[src/sv/shtlp_pkg.sv]
package shtlp_pkg;

   localparam int TABLE_SLOTS = 256;
   localparam int KEY_BYTES = 16;
   localparam int SLOT_W = $clog2(TABLE_SLOTS);
   localparam int KIDX_W = $clog2(KEY_BYTES);
   localparam int KLEN_W = $clog2(KEY_BYTES + 1);
   localparam int CNT_W = 9;
   localparam int QDEPTH = 2;
   localparam int QIDX_W = 1;
   localparam logic [31:0] HASH_SEED = 32'd5381;
   localparam int HASH_SHIFT = 5;

   localparam logic CMD_PUT = 1'b0;
   localparam logic CMD_GET = 1'b1;

   localparam logic [1:0] ST_OK = 2'd0;
   localparam logic [1:0] ST_NOT_FOUND = 2'd1;
   localparam logic [1:0] ST_FULL = 2'd2;
   localparam logic [1:0] ST_TOO_LONG = 2'd3;

   // one finished key handed from front to back
   typedef struct packed {
      logic command;
      logic too_long;
      logic [KLEN_W-1:0] key_length;
      logic [SLOT_W-1:0] start;
      logic [31:0] put_value;
      logic [KEY_BYTES*8-1:0] key;
   } op_type;

   typedef enum logic [2:0] {
      BK_IDLE,
      BK_READ,
      BK_CHECK,
      BK_RESULT
   } back_state_type;

endpackage

[src/sv/shtlp_front.sv]
module shtlp_front (
   input  logic clock,
   input  logic reset,
   input  logic req_valid,
   output logic req_ready,
   input  logic req_command,
   input  logic [7:0] req_key_byte,
   input  logic req_last,
   input  logic signed [31:0] req_put_value,
   output logic op_valid,
   input  logic op_ready,
   output shtlp_pkg::op_type op_data
);

   logic [31:0] hash_ff, hash_in;
   logic [shtlp_pkg::KLEN_W-1:0] len_ff, len_in;
   logic [shtlp_pkg::KEY_BYTES*8-1:0] key_ff, key_in;
   logic [31:0] hash_next;
   logic accept;
   shtlp_pkg::op_type q_ff [shtlp_pkg::QDEPTH];
   logic [shtlp_pkg::QIDX_W-1:0] wr_ff, rd_ff;
   logic [shtlp_pkg::QIDX_W:0] cnt_ff;
   logic push, pop;
   shtlp_pkg::op_type new_op;

   assign req_ready = (cnt_ff < (shtlp_pkg::QIDX_W+1)'(shtlp_pkg::QDEPTH));
   assign accept = req_valid && req_ready;
   assign hash_next = (hash_ff << shtlp_pkg::HASH_SHIFT) + hash_ff + {24'd0, req_key_byte};

   // key buffer and hash accumulation
   always_comb begin
      key_in = key_ff;
      if (len_ff < shtlp_pkg::KLEN_W'(shtlp_pkg::KEY_BYTES - 1))
         key_in[len_ff[shtlp_pkg::KIDX_W-1:0]*8 +: 8] = req_key_byte;
      len_in = len_ff;
      if (len_ff < shtlp_pkg::KLEN_W'(shtlp_pkg::KEY_BYTES))
         len_in = len_ff + 1'b1;
      hash_in = hash_next;
   end

   // operation record built on the last byte
   always_comb begin
      new_op.command = req_command;
      new_op.too_long = (len_in > shtlp_pkg::KLEN_W'(shtlp_pkg::KEY_BYTES - 1));
      new_op.key_length = len_in;
      new_op.start = hash_next[shtlp_pkg::SLOT_W-1:0];
      new_op.put_value = req_put_value;
      new_op.key = key_in;
   end

   assign push = accept && req_last;
   assign pop = op_valid && op_ready;

   always_ff @(posedge clock) begin
      if (reset) begin
         hash_ff <= shtlp_pkg::HASH_SEED;
         len_ff <= '0;
      end else if (accept) begin
         if (req_last) begin
            hash_ff <= shtlp_pkg::HASH_SEED;
            len_ff <= '0;
         end else begin
            hash_ff <= hash_in;
            len_ff <= len_in;
         end
      end
   end

   always_ff @(posedge clock) begin
      if (accept) key_ff <= key_in;
   end

   // queue toward the back end
   always_ff @(posedge clock) begin
      if (reset) begin
         wr_ff <= '0;
         rd_ff <= '0;
         cnt_ff <= '0;
      end else begin
         if (push) wr_ff <= wr_ff + 1'b1;
         if (pop) rd_ff <= rd_ff + 1'b1;
         cnt_ff <= cnt_ff + (shtlp_pkg::QIDX_W+1)'(push) - (shtlp_pkg::QIDX_W+1)'(pop);
      end
   end

   always_ff @(posedge clock) begin
      if (push) q_ff[wr_ff] <= new_op;
   end

   assign op_valid = (cnt_ff != '0);
   assign op_data = q_ff[rd_ff];

endmodule

[config.mk]
export PLATFORM = sky130hd
export DESIGN_NAME = shtlp_front
export DESIGN_NICKNAME = d
export VERILOG_FILES = /design/src/sv/shtlp_pkg.sv /design/src/sv/shtlp_front.sv
export SDC_FILE = /design/constraint.sdc
export NUM_CORES = 1
export LEC_CHECK = 0
export CAP_MARGIN = 20
export CORE_MARGIN = 2
export CORE_UTILIZATION = 50
export DETAILED_ROUTE_END_ITERATION = 12
export DONT_BUFFER_PORTS = 1
export GPL_ROUTABILITY_DRIVEN = 0
export SYNTH_ARGS = -nofsm -noshare
export SYNTH_HDL_FRONTEND = slang
export SYNTH_SLANG_ARGS = --single-unit
[constraint.sdc]
create_clock -name clock -period 14.8 [get_ports clock]
set_input_delay 2.96 -clock clock [delete_from_list [all_inputs] [get_ports clock]]
set_output_delay 2.96 -clock clock [all_outputs]
set_load 0.005 [all_outputs]
==> Word level (Yosys, flattened, before mapping) <==
Memories as Yosys holds them, arrays and structs flattened. A register that Yosys moved wholly into a read port is not among the register bits.
Index checks and enable logic that the tools add are counted.
{ "totals": {"ff_bits": 169, "latchBits": 0, "ram_bits": 350, "romBits": 0, "wordCells": 34, "mem_count": 1} }
{ "mem_list": {"columns": ["name", "depth", "word_bits", "read_ports", "rd_ports_with_merged_regs", "wr", "line_no", "rtl"], "rows": [
  ["q_ff", 2, 175, 1, 1, 1, "shtlp_front.sv:20", "shtlp_pkg::op_type q_ff [shtlp_pkg::QDEPTH];"]
]} }
{ "op_classes": {"add_sub_neg": 8, "n_mul": 0, "div": 0, "magnitude_cmp": 4, "n_eq_ne": 0, "shift": 2, "n_mux": 9, "bitwise_logic": 0, "n_reduce_logical": 4} }
{ "ops": {"columns": ["operator", "n"], "rows": [
  ["$bwmux W128", 1],
  ["$mux W128", 1],
  ["$shift A8 B34 Y128 const A", 1],
  ["$shiftx A8 B34 Y128", 1],
  ["$neg A7 Y34", 1],
  ["$add A32 B32 Y32", 1],
  ["$add A32 B8 Y32", 1],
  ["$mux W32", 1],
  ["$mux W5", 2],
  ["$add A5 B1 Y5 const B", 1],
  ["$gt A5 B4 Y1 const B", 1],
  ["$lt A5 B4 Y1 const B", 1],
  ["$lt A5 B5 Y1 const B", 1],
  ["$mux W1", 4],
  ["$logic_and A1 B1 Y1", 3],
  ["$add A1 B1 Y1 const B", 2],
  ["$add A2 B1 Y2", 1],
  ["$lt A2 B2 Y1 const B", 1],
  ["$reduce_bool A2 Y1", 1],
  ["$sub A2 B1 Y2", 1]
]} }

==> Depth between registers and ports, before layout <==
Gate-level depths: netlist (run 1).
{ "logic_depth": {"word_depth": 5, "ltp_mapped": 9} }

==> Worst setup path after synthesis (run 1) <==
Ideal clock, no wire load.
{ "synth_path": {"path_kind": "input-to-reg", "from": "input port req_valid", "to": "memory q_ff[0][0] (netlist bit), enable pin", "setup_ns": 0.712, "t_arrival_ns": 12.600, "required_ns": 14.088, "slack_ns": 1.489, "stages": 4, "n_path_buf": 0, "path_cell_list": "nand2b_1 -> clkinv_1 -> nand2_1 -> nor2_1"} }
{ "synth_via": {"elab_chain_cells": 4} }
{ "synth_lines": {"columns": ["item", "line_no", "rtl"], "rows": [
  ["from (decl)", "shtlp_front.sv:4", "input logic req_valid,"],
  ["$logic_and A1 B1 Y1", "shtlp_front.sv:27", "assign accept = req_valid && req_ready;"],
  ["named net accept", "shtlp_front.sv:19", "logic accept;"],
  ["$logic_and A1 B1 Y1", "shtlp_front.sv:51", "assign push = accept && req_last;"],
  ["$mux W1", "shtlp_front.sv:87", "if (push) q_ff[wr_ff] <= new_op;"],
  ["$mux W1 (implied by the code)", "shtlp_front.sv:87", null],
  ["to (decl)", "shtlp_front.sv:20", null]
]} }
The timed path passes the listed nets, and every way through them passes these cells.

==> impl_metrics.env, run 1 <==
export IMPL_status="finished, final reports clean"
export IMPL_cp_max_fo=65
export IMPL_die_x_um=202
export IMPL_n_antenna_cell=0
export IMPL_max_freq_mhz=153
export IMPL_nFillCells=2990
export IMPL_vdd_ir_drop_worst_uv=129
export IMPL_seq_area_frac_synth_pct=74.7
export IMPL_clk_pin_slew_ns=0.06
export IMPL_p_leak_nw=7.18
export IMPL_grt_pass1_wl_um=58500
export IMPL_synth_flop_cell="edfxtp_1"
export IMPL_clock_tree_root_cell="clkbuf_16"
export IMPL_ctsHtreeMaxLevel=2
export IMPL_ant_nets=0
export IMPL_layout_nets=1116
export IMPL_cap_violations=0
export IMPL_hold_viol=0
export IMPL_cp_start_kind="flip-flop"
export IMPL_min_period_ns=6.53
export IMPL_setup_viol=0
export IMPL_synthTopCellsByArea="edfxtp_1 73%, mux2_2 17%, dfxtp_1 1.8%"
export IMPL_drt_iter0_drc=553
export IMPL_power_mw=3.66
export IMPL_synth_largest_area_cell="edfxtp_1"
export IMPL_cts_hold_buf=0
export IMPL_cts_tree="built"
export IMPL_hpwlAfterDp_um=23700
export IMPL_reg2reg_depth=6
export IMPL_syn_inst=1035
export IMPL_grt_start_max_net_pins=81
export IMPL_powerDensity_nw_per_um2=168
export IMPL_core_area_um2=38700
export IMPL_drt_first_pass_iters=4
export IMPL_worstMarginPinSlew_ns=1.06
export IMPL_hold_depth=2
export IMPL_rsz0062_at_grt="no"
export IMPL_detail_route_wl_per_cell_um=24.5
export IMPL_drc_errors=0
export IMPL_grt_total_usage_pct=19.3
export IMPL_cts_buffers=50
export IMPL_vias=8963
export IMPL_synth_top_area_share_pct=72.9
export IMPL_synth_area_per_cell_um2=19.0
export IMPL_grt_pass1_vias=9070
export IMPL_synth_seq_cells=496
export IMPL_timing_worst_setup_path_type="flip-flop to output port"
export IMPL_antenna_found_initial=1
export IMPL_die_area_um2=41000
export IMPL_final_area_um2=21800
export IMPL_overflow=0
export IMPL_slew_headroom_pct=29.7
export IMPL_place_area_um2=20200
export IMPL_synthMostInstantiatedCell="edfxtp_1"
export IMPL_synth_edf_count=478
export IMPL_finClkSkew_ns=0.0179
export IMPL_std_cell_rows=72
export IMPL_synthArstFlopShare_pct=0
export IMPL_arrival_ns=3.57
export IMPL_post_cts_buffers=0
export IMPL_synth_area_um2=19700
export IMPL_clock_sinks=496
export IMPL_clkLatencyLatePin_ns=0.59
export IMPL_drt_vias_per_instance=5.57
export IMPL_initial_core_util_pct=50.8
export IMPL_fin_crit_sh_pct=44.1
export IMPL_cp_required_ns=11.84
export IMPL_ctsLongestPathBuffers=3
export IMPL_synth_distinct_cells=59
export IMPL_hold_slack_ns=0.469
export IMPL_io_buffers=0
export IMPL_synthTopCellsByCount="478 x edfxtp_1, 296 x mux2_2, 30 x clkbuf_1, 23 x inv_1, 23 x nor2_1"
export IMPL_wl_um=39400
export IMPL_ys_warn_count=0
export IMPL_area_delta_synth_final_pct=10.5
export IMPL_drive_gt1_share_pct=36.6
export IMPL_finalMaxSlewViolations=0
export IMPL_min_path_type="flip-flop to flip-flop"
export IMPL_cts_resized=0
export IMPL_ios=223
export IMPL_synth_nets=1100
export IMPL_finalSetupTns_ns=0
export IMPL_die_h_um=202
export IMPL_crit_path_end_kind="output port"
==> final cells by class <==
| cell class | instances | area [µm²] | area share, % |
|---|---|---|---|
| flip-flops and latches | 496 | 14700 | 67.6 |
| well taps | 518 | 648 | 2.98 |
| inverters | 24 | 95.1 | 0.437 |
| clock buffers | 62 | 1360 | 6.25 |
| multi-input cells | 471 | 4690 | 21.6 |
| clock inverters | 30 | 185 | 0.851 |
| repair buffers | 8 | 60.1 | 0.276 |
==> placed cells by master, fill, tap and decap left out, types with 2 or more instances in the layout <==
cell / n
a2111oi_4: 2
a211o_1: 2
a21o_1: 2
a21oi_1: 5
a22oi_1: 4
a31o_2: 2
and2_1: 16
and3_1: 2
buf_4: 8
bufinv_16: 2
clkbuf_1: 9
clkbuf_16: 53
clkinv_1: 15
clkinv_2: 12
dfxtp_1: 17
edfxtp_1: 478
fa_1: 3
ha_1: 16
inv_1: 23
mux2_2: 296
mux2i_1: 8
nand2_1: 15
nand2b_1: 3
nand3_1: 2
nand3_2: 7
nand4_2: 3
nor2_1: 22
nor2b_1: 3
nor3_1: 8
nor4_1: 2
nor4b_1: 2
o21ai_0: 5
o21bai_1: 3
o31ai_1: 2
or2_2: 3
xnor2_1: 10
==> state kept, by name, summed over array words and instances, names as in the netlist, named ones only <==
name     flops
q_ff       350
cnt_ff       2
rd_ff        1
hash_ff      8
wr_ff        1
len_ff       5
key_ff     128
==> path summary, 6_finish.rpt <==
kind         startpoint            to  slack [ns]
max           flip-flop  op_data[100]        8.27
min          hash_ff[5]    hash_ff[5]        0.47
max reg2reg   cnt_ff[1]   q_ff[0][53]       11.14
min reg2reg  hash_ff[5]    hash_ff[5]        0.47
==> cells by family (layout without fill, tap and decap cells) <==
family,count (synthesis),in the layout,share of synthesized area [%]
DFF,496,496,74.7
muxes,304,304,17.3
and+or+nand+nor,99,99,2.95
buffers and inverters,68,124,1.54
AOI/OAI and AO/OA,37,37,1.58
adders and majority gates,19,19,1.32
xor gates and xnor gates,12,12,0.572
==> worst max-delay path: stages, from the launching register on <==
cell and delay [ns]:
dfxtp_4 0.96, buf_4 0.73, buf_4 0.70, mux2_2 0.43
==> routing by layer <==
| layer | track usage, % | part of all wire (%) |
|---|---|---|
| met4 | 6.05 | 2.2 |
| met2 | 30.1 | 47 |
| met3 | 4.45 | 5.9 |
| met1 | 27.1 | 45 |
| met5 | 0 | 0 |
==> power by group <==
part / total (mW) / switching [mW] / internal, mW
logic: 0.588 / 0.327 / 0.261
clock network: 1.19 / 0.505 / 0.683
registers: 1.88 / 0.0740 / 1.81
total: 3.66 / 0.905 / 2.75
==> metrics by stage <==
step           std cells  setup slack, ns  util (%)
6_report            1609             8.27      56.2
5_1_grt             1609             8.04      56.2
4_1_cts             1609             8.20      56.2
3_5_place_dp        1517             8.51      52.2
3_3_place_gp        1517             8.55      52.2
2_1_floorplan       1035             1.49         -
No activity file was read; power rests on OpenSTA's default activity.
==> run 2, diff against run 1 <==
==> constraint.sdc (replaced) <==
create_clock -name clock -period 6.72 [get_ports clock]
set_input_delay 1.344 -clock clock [delete_from_list [all_inputs] [get_ports clock]]
set_output_delay 1.344 -clock clock [all_outputs]
set_load 0.005 [all_outputs]
==> run 2 against run 1 <==
Against the previous run: clock power increased by 120%; cell count about the same; sequential share of layout area decreased by 0.30 points; first-iteration DRC count decreased by 15%; design area increased by 0.44%; global-route usage decreased by 0.62 points; clock-buffer cell count increased by 8; combinational power increased by 130%; clock skew decreased by 0.0092 ns; flip-flop and latch count unchanged; highest routed layer unchanged.
==> impl_metrics.env, run 2 (synthesized netlist as in run 1, its figures left out) <==
export IMPL_status="finished, final reports clean"
export IMPL_die_h_um=202
export IMPL_finClkSkew_ns=0.00866
export IMPL_crit_path_end_kind="output port"
export IMPL_max_stage_delay_ns=0.78
export IMPL_grt_pass1_vias=9023
export IMPL_place_area_um2=20300
export IMPL_regMostFlops="q_ff"
export IMPL_cap_violations=0
export IMPL_powerDensity_nw_per_um2=372
export IMPL_worst_path_buf_inv=1
export IMPL_dp_cells=1516
export IMPL_std_cell_rows=72
export IMPL_cp_max_fo=57
export IMPL_grt_start_max_net_pins=116
export IMPL_drt_vias_per_instance=5.57
export IMPL_fin_cells=1610
export IMPL_drt_first_pass_iters=5
export IMPL_core_area_um2=38700
export IMPL_clkLatencyLatePin_ns=0.57
export IMPL_final_common_cell="edfxtp_1"
export IMPL_finalSetupTns_ns=0
export IMPL_clock_sinks=496
export IMPL_io_buffers=0
export IMPL_cts_buffers=50
export IMPL_wl_um=38100
export IMPL_vias=8972
export IMPL_antenna_found_initial=1
export IMPL_min_period_ns=4.03
export IMPL_area_delta_synth_final_pct=11.0
export IMPL_reg_top3="q_ff (350), key_ff (128), hash_ff (8)"
export IMPL_detail_route_wl_per_cell_um=23.7
export IMPL_max_freq_mhz=248
export IMPL_clock_tree_root_cell="clkbuf_16"
export IMPL_cp_required_ns=5.38
export IMPL_fin_crit_sh_pct=60.0
export IMPL_crit_chain="buf_4 > mux2_2"
export IMPL_cts_tree="built"
export IMPL_overflow=0
export IMPL_timing_worst_setup_path_type="flip-flop to output port"
export IMPL_p_leak_nw=7.20
export IMPL_vdd_ir_drop_worst_uv=307
export IMPL_hpwlAfterDp_um=22700
export IMPL_ctsLongestPathBuffers=3
export IMPL_post_cts_buffers=0
export IMPL_min_path_type="flip-flop to flip-flop"
export IMPL_nFillCells=3004
export IMPL_clk_pin_slew_ns=0.06
export IMPL_initial_core_util_pct=50.8
export IMPL_layout_common_cells="478 x edfxtp_1, 296 x mux2_2, 53 x clkbuf_16, 23 x inv_1, 22 x nor2_1"
export IMPL_drt_iter0_drc=468
export IMPL_grt_total_usage_pct=18.6
export IMPL_cpMaxStageDelayCell="dfxtp_4"
export IMPL_largest_reg_flops=350
export IMPL_cpLargestDelayFamily="flip-flops"
export IMPL_n_antenna_cell=0
export IMPL_arrival_ns=2.69
export IMPL_drive_gt1_share_pct=36.5
export IMPL_cp_start_kind="flip-flop"
export IMPL_ant_nets=0
export IMPL_worstMarginPinSlew_ns=0.869
export IMPL_setup_viol=0
export IMPL_ctsHtreeMaxLevel=2
export IMPL_drc_errors=0
export IMPL_power_mw=8.12
export IMPL_hold_slack_ns=0.460
export IMPL_cts_resized=0
export IMPL_rsz0062_at_grt="no"
export IMPL_grt_pass1_wl_um=57200
export IMPL_die_x_um=202
export IMPL_hold_viol=0
export IMPL_finalMaxSlewViolations=0
export IMPL_cts_hold_buf=0
export IMPL_final_area_um2=21900
export IMPL_slew_headroom_pct=42.1
export IMPL_layout_nets=1115
export IMPL_die_area_um2=41000
export IMPL_ios=223
## run 2: cell types whose count changed in the layout (fill, tap and decap cells not counted), sizes merged
cell and delta:
bufinv +1, buf -1, clkbuf +8, clkinvlp +1, clkinv -8
## run 2: per-stage QoR
stage | utilization, % | worst slack (ns)
floorplan | - | 0.698
finish | 56.4 | 2.69
global route | 56.4 | 2.53
CTS | 56.4 | 2.60
global placement | 52.3 | 2.92
detailed placement | 52.3 | 2.89
## run 2: final timing paths
check / from / endpoint / slack [ns] / cells past startpoint
max: flip-flop / op_data[21] / 2.69 / 2
max reg2reg: len_ff[0] / q_ff[0][20] / 3.25 / 6
min reg2reg: hash_ff[5] / hash_ff[5] / 0.46 / 2
min: hash_ff[5] / hash_ff[5] / 0.46 / 2
## run 2: cell type report
cell class	count	area [µm²]	area share [%]
Sequential cell	496	14700	67.3
Multi-Input combinational cell	471	4690	21.5
Clock buffer	70	1410	6.45
Tap cell	518	648	2.97
Clock inverter	24	189	0.865
Timing Repair Buffer	7	103	0.469
Inverter	24	95.1	0.435
## run 2: metal layers
layer / GRT usage (%) / up-vias / share of wire [%]
li1: - / 4060 / -
met1: 24.9 / 4657 / 43
met2: 29.9 / 199 / 48
met3: 5.39 / 56 / 6.9
met4: 5.42 / 0 / 1.9
met5: 0 / - / 0
## run 2: power by group
| group | switching (mW) | internal [mW] |
|---|---|---|
| registers | 0.134 | 3.98 |
| logic | 0.759 | 0.585 |
| clock network | 1.09 | 1.58 |
## run 2: tightest hold or removal path, delay by kind of cell, from the launching register on
family | cells | cell delay (ns)
DFF | 1 | 0.31
and+or+nand+nor | 1 | 0.05
AOI/OAI and AO/OA | 1 | 0.05
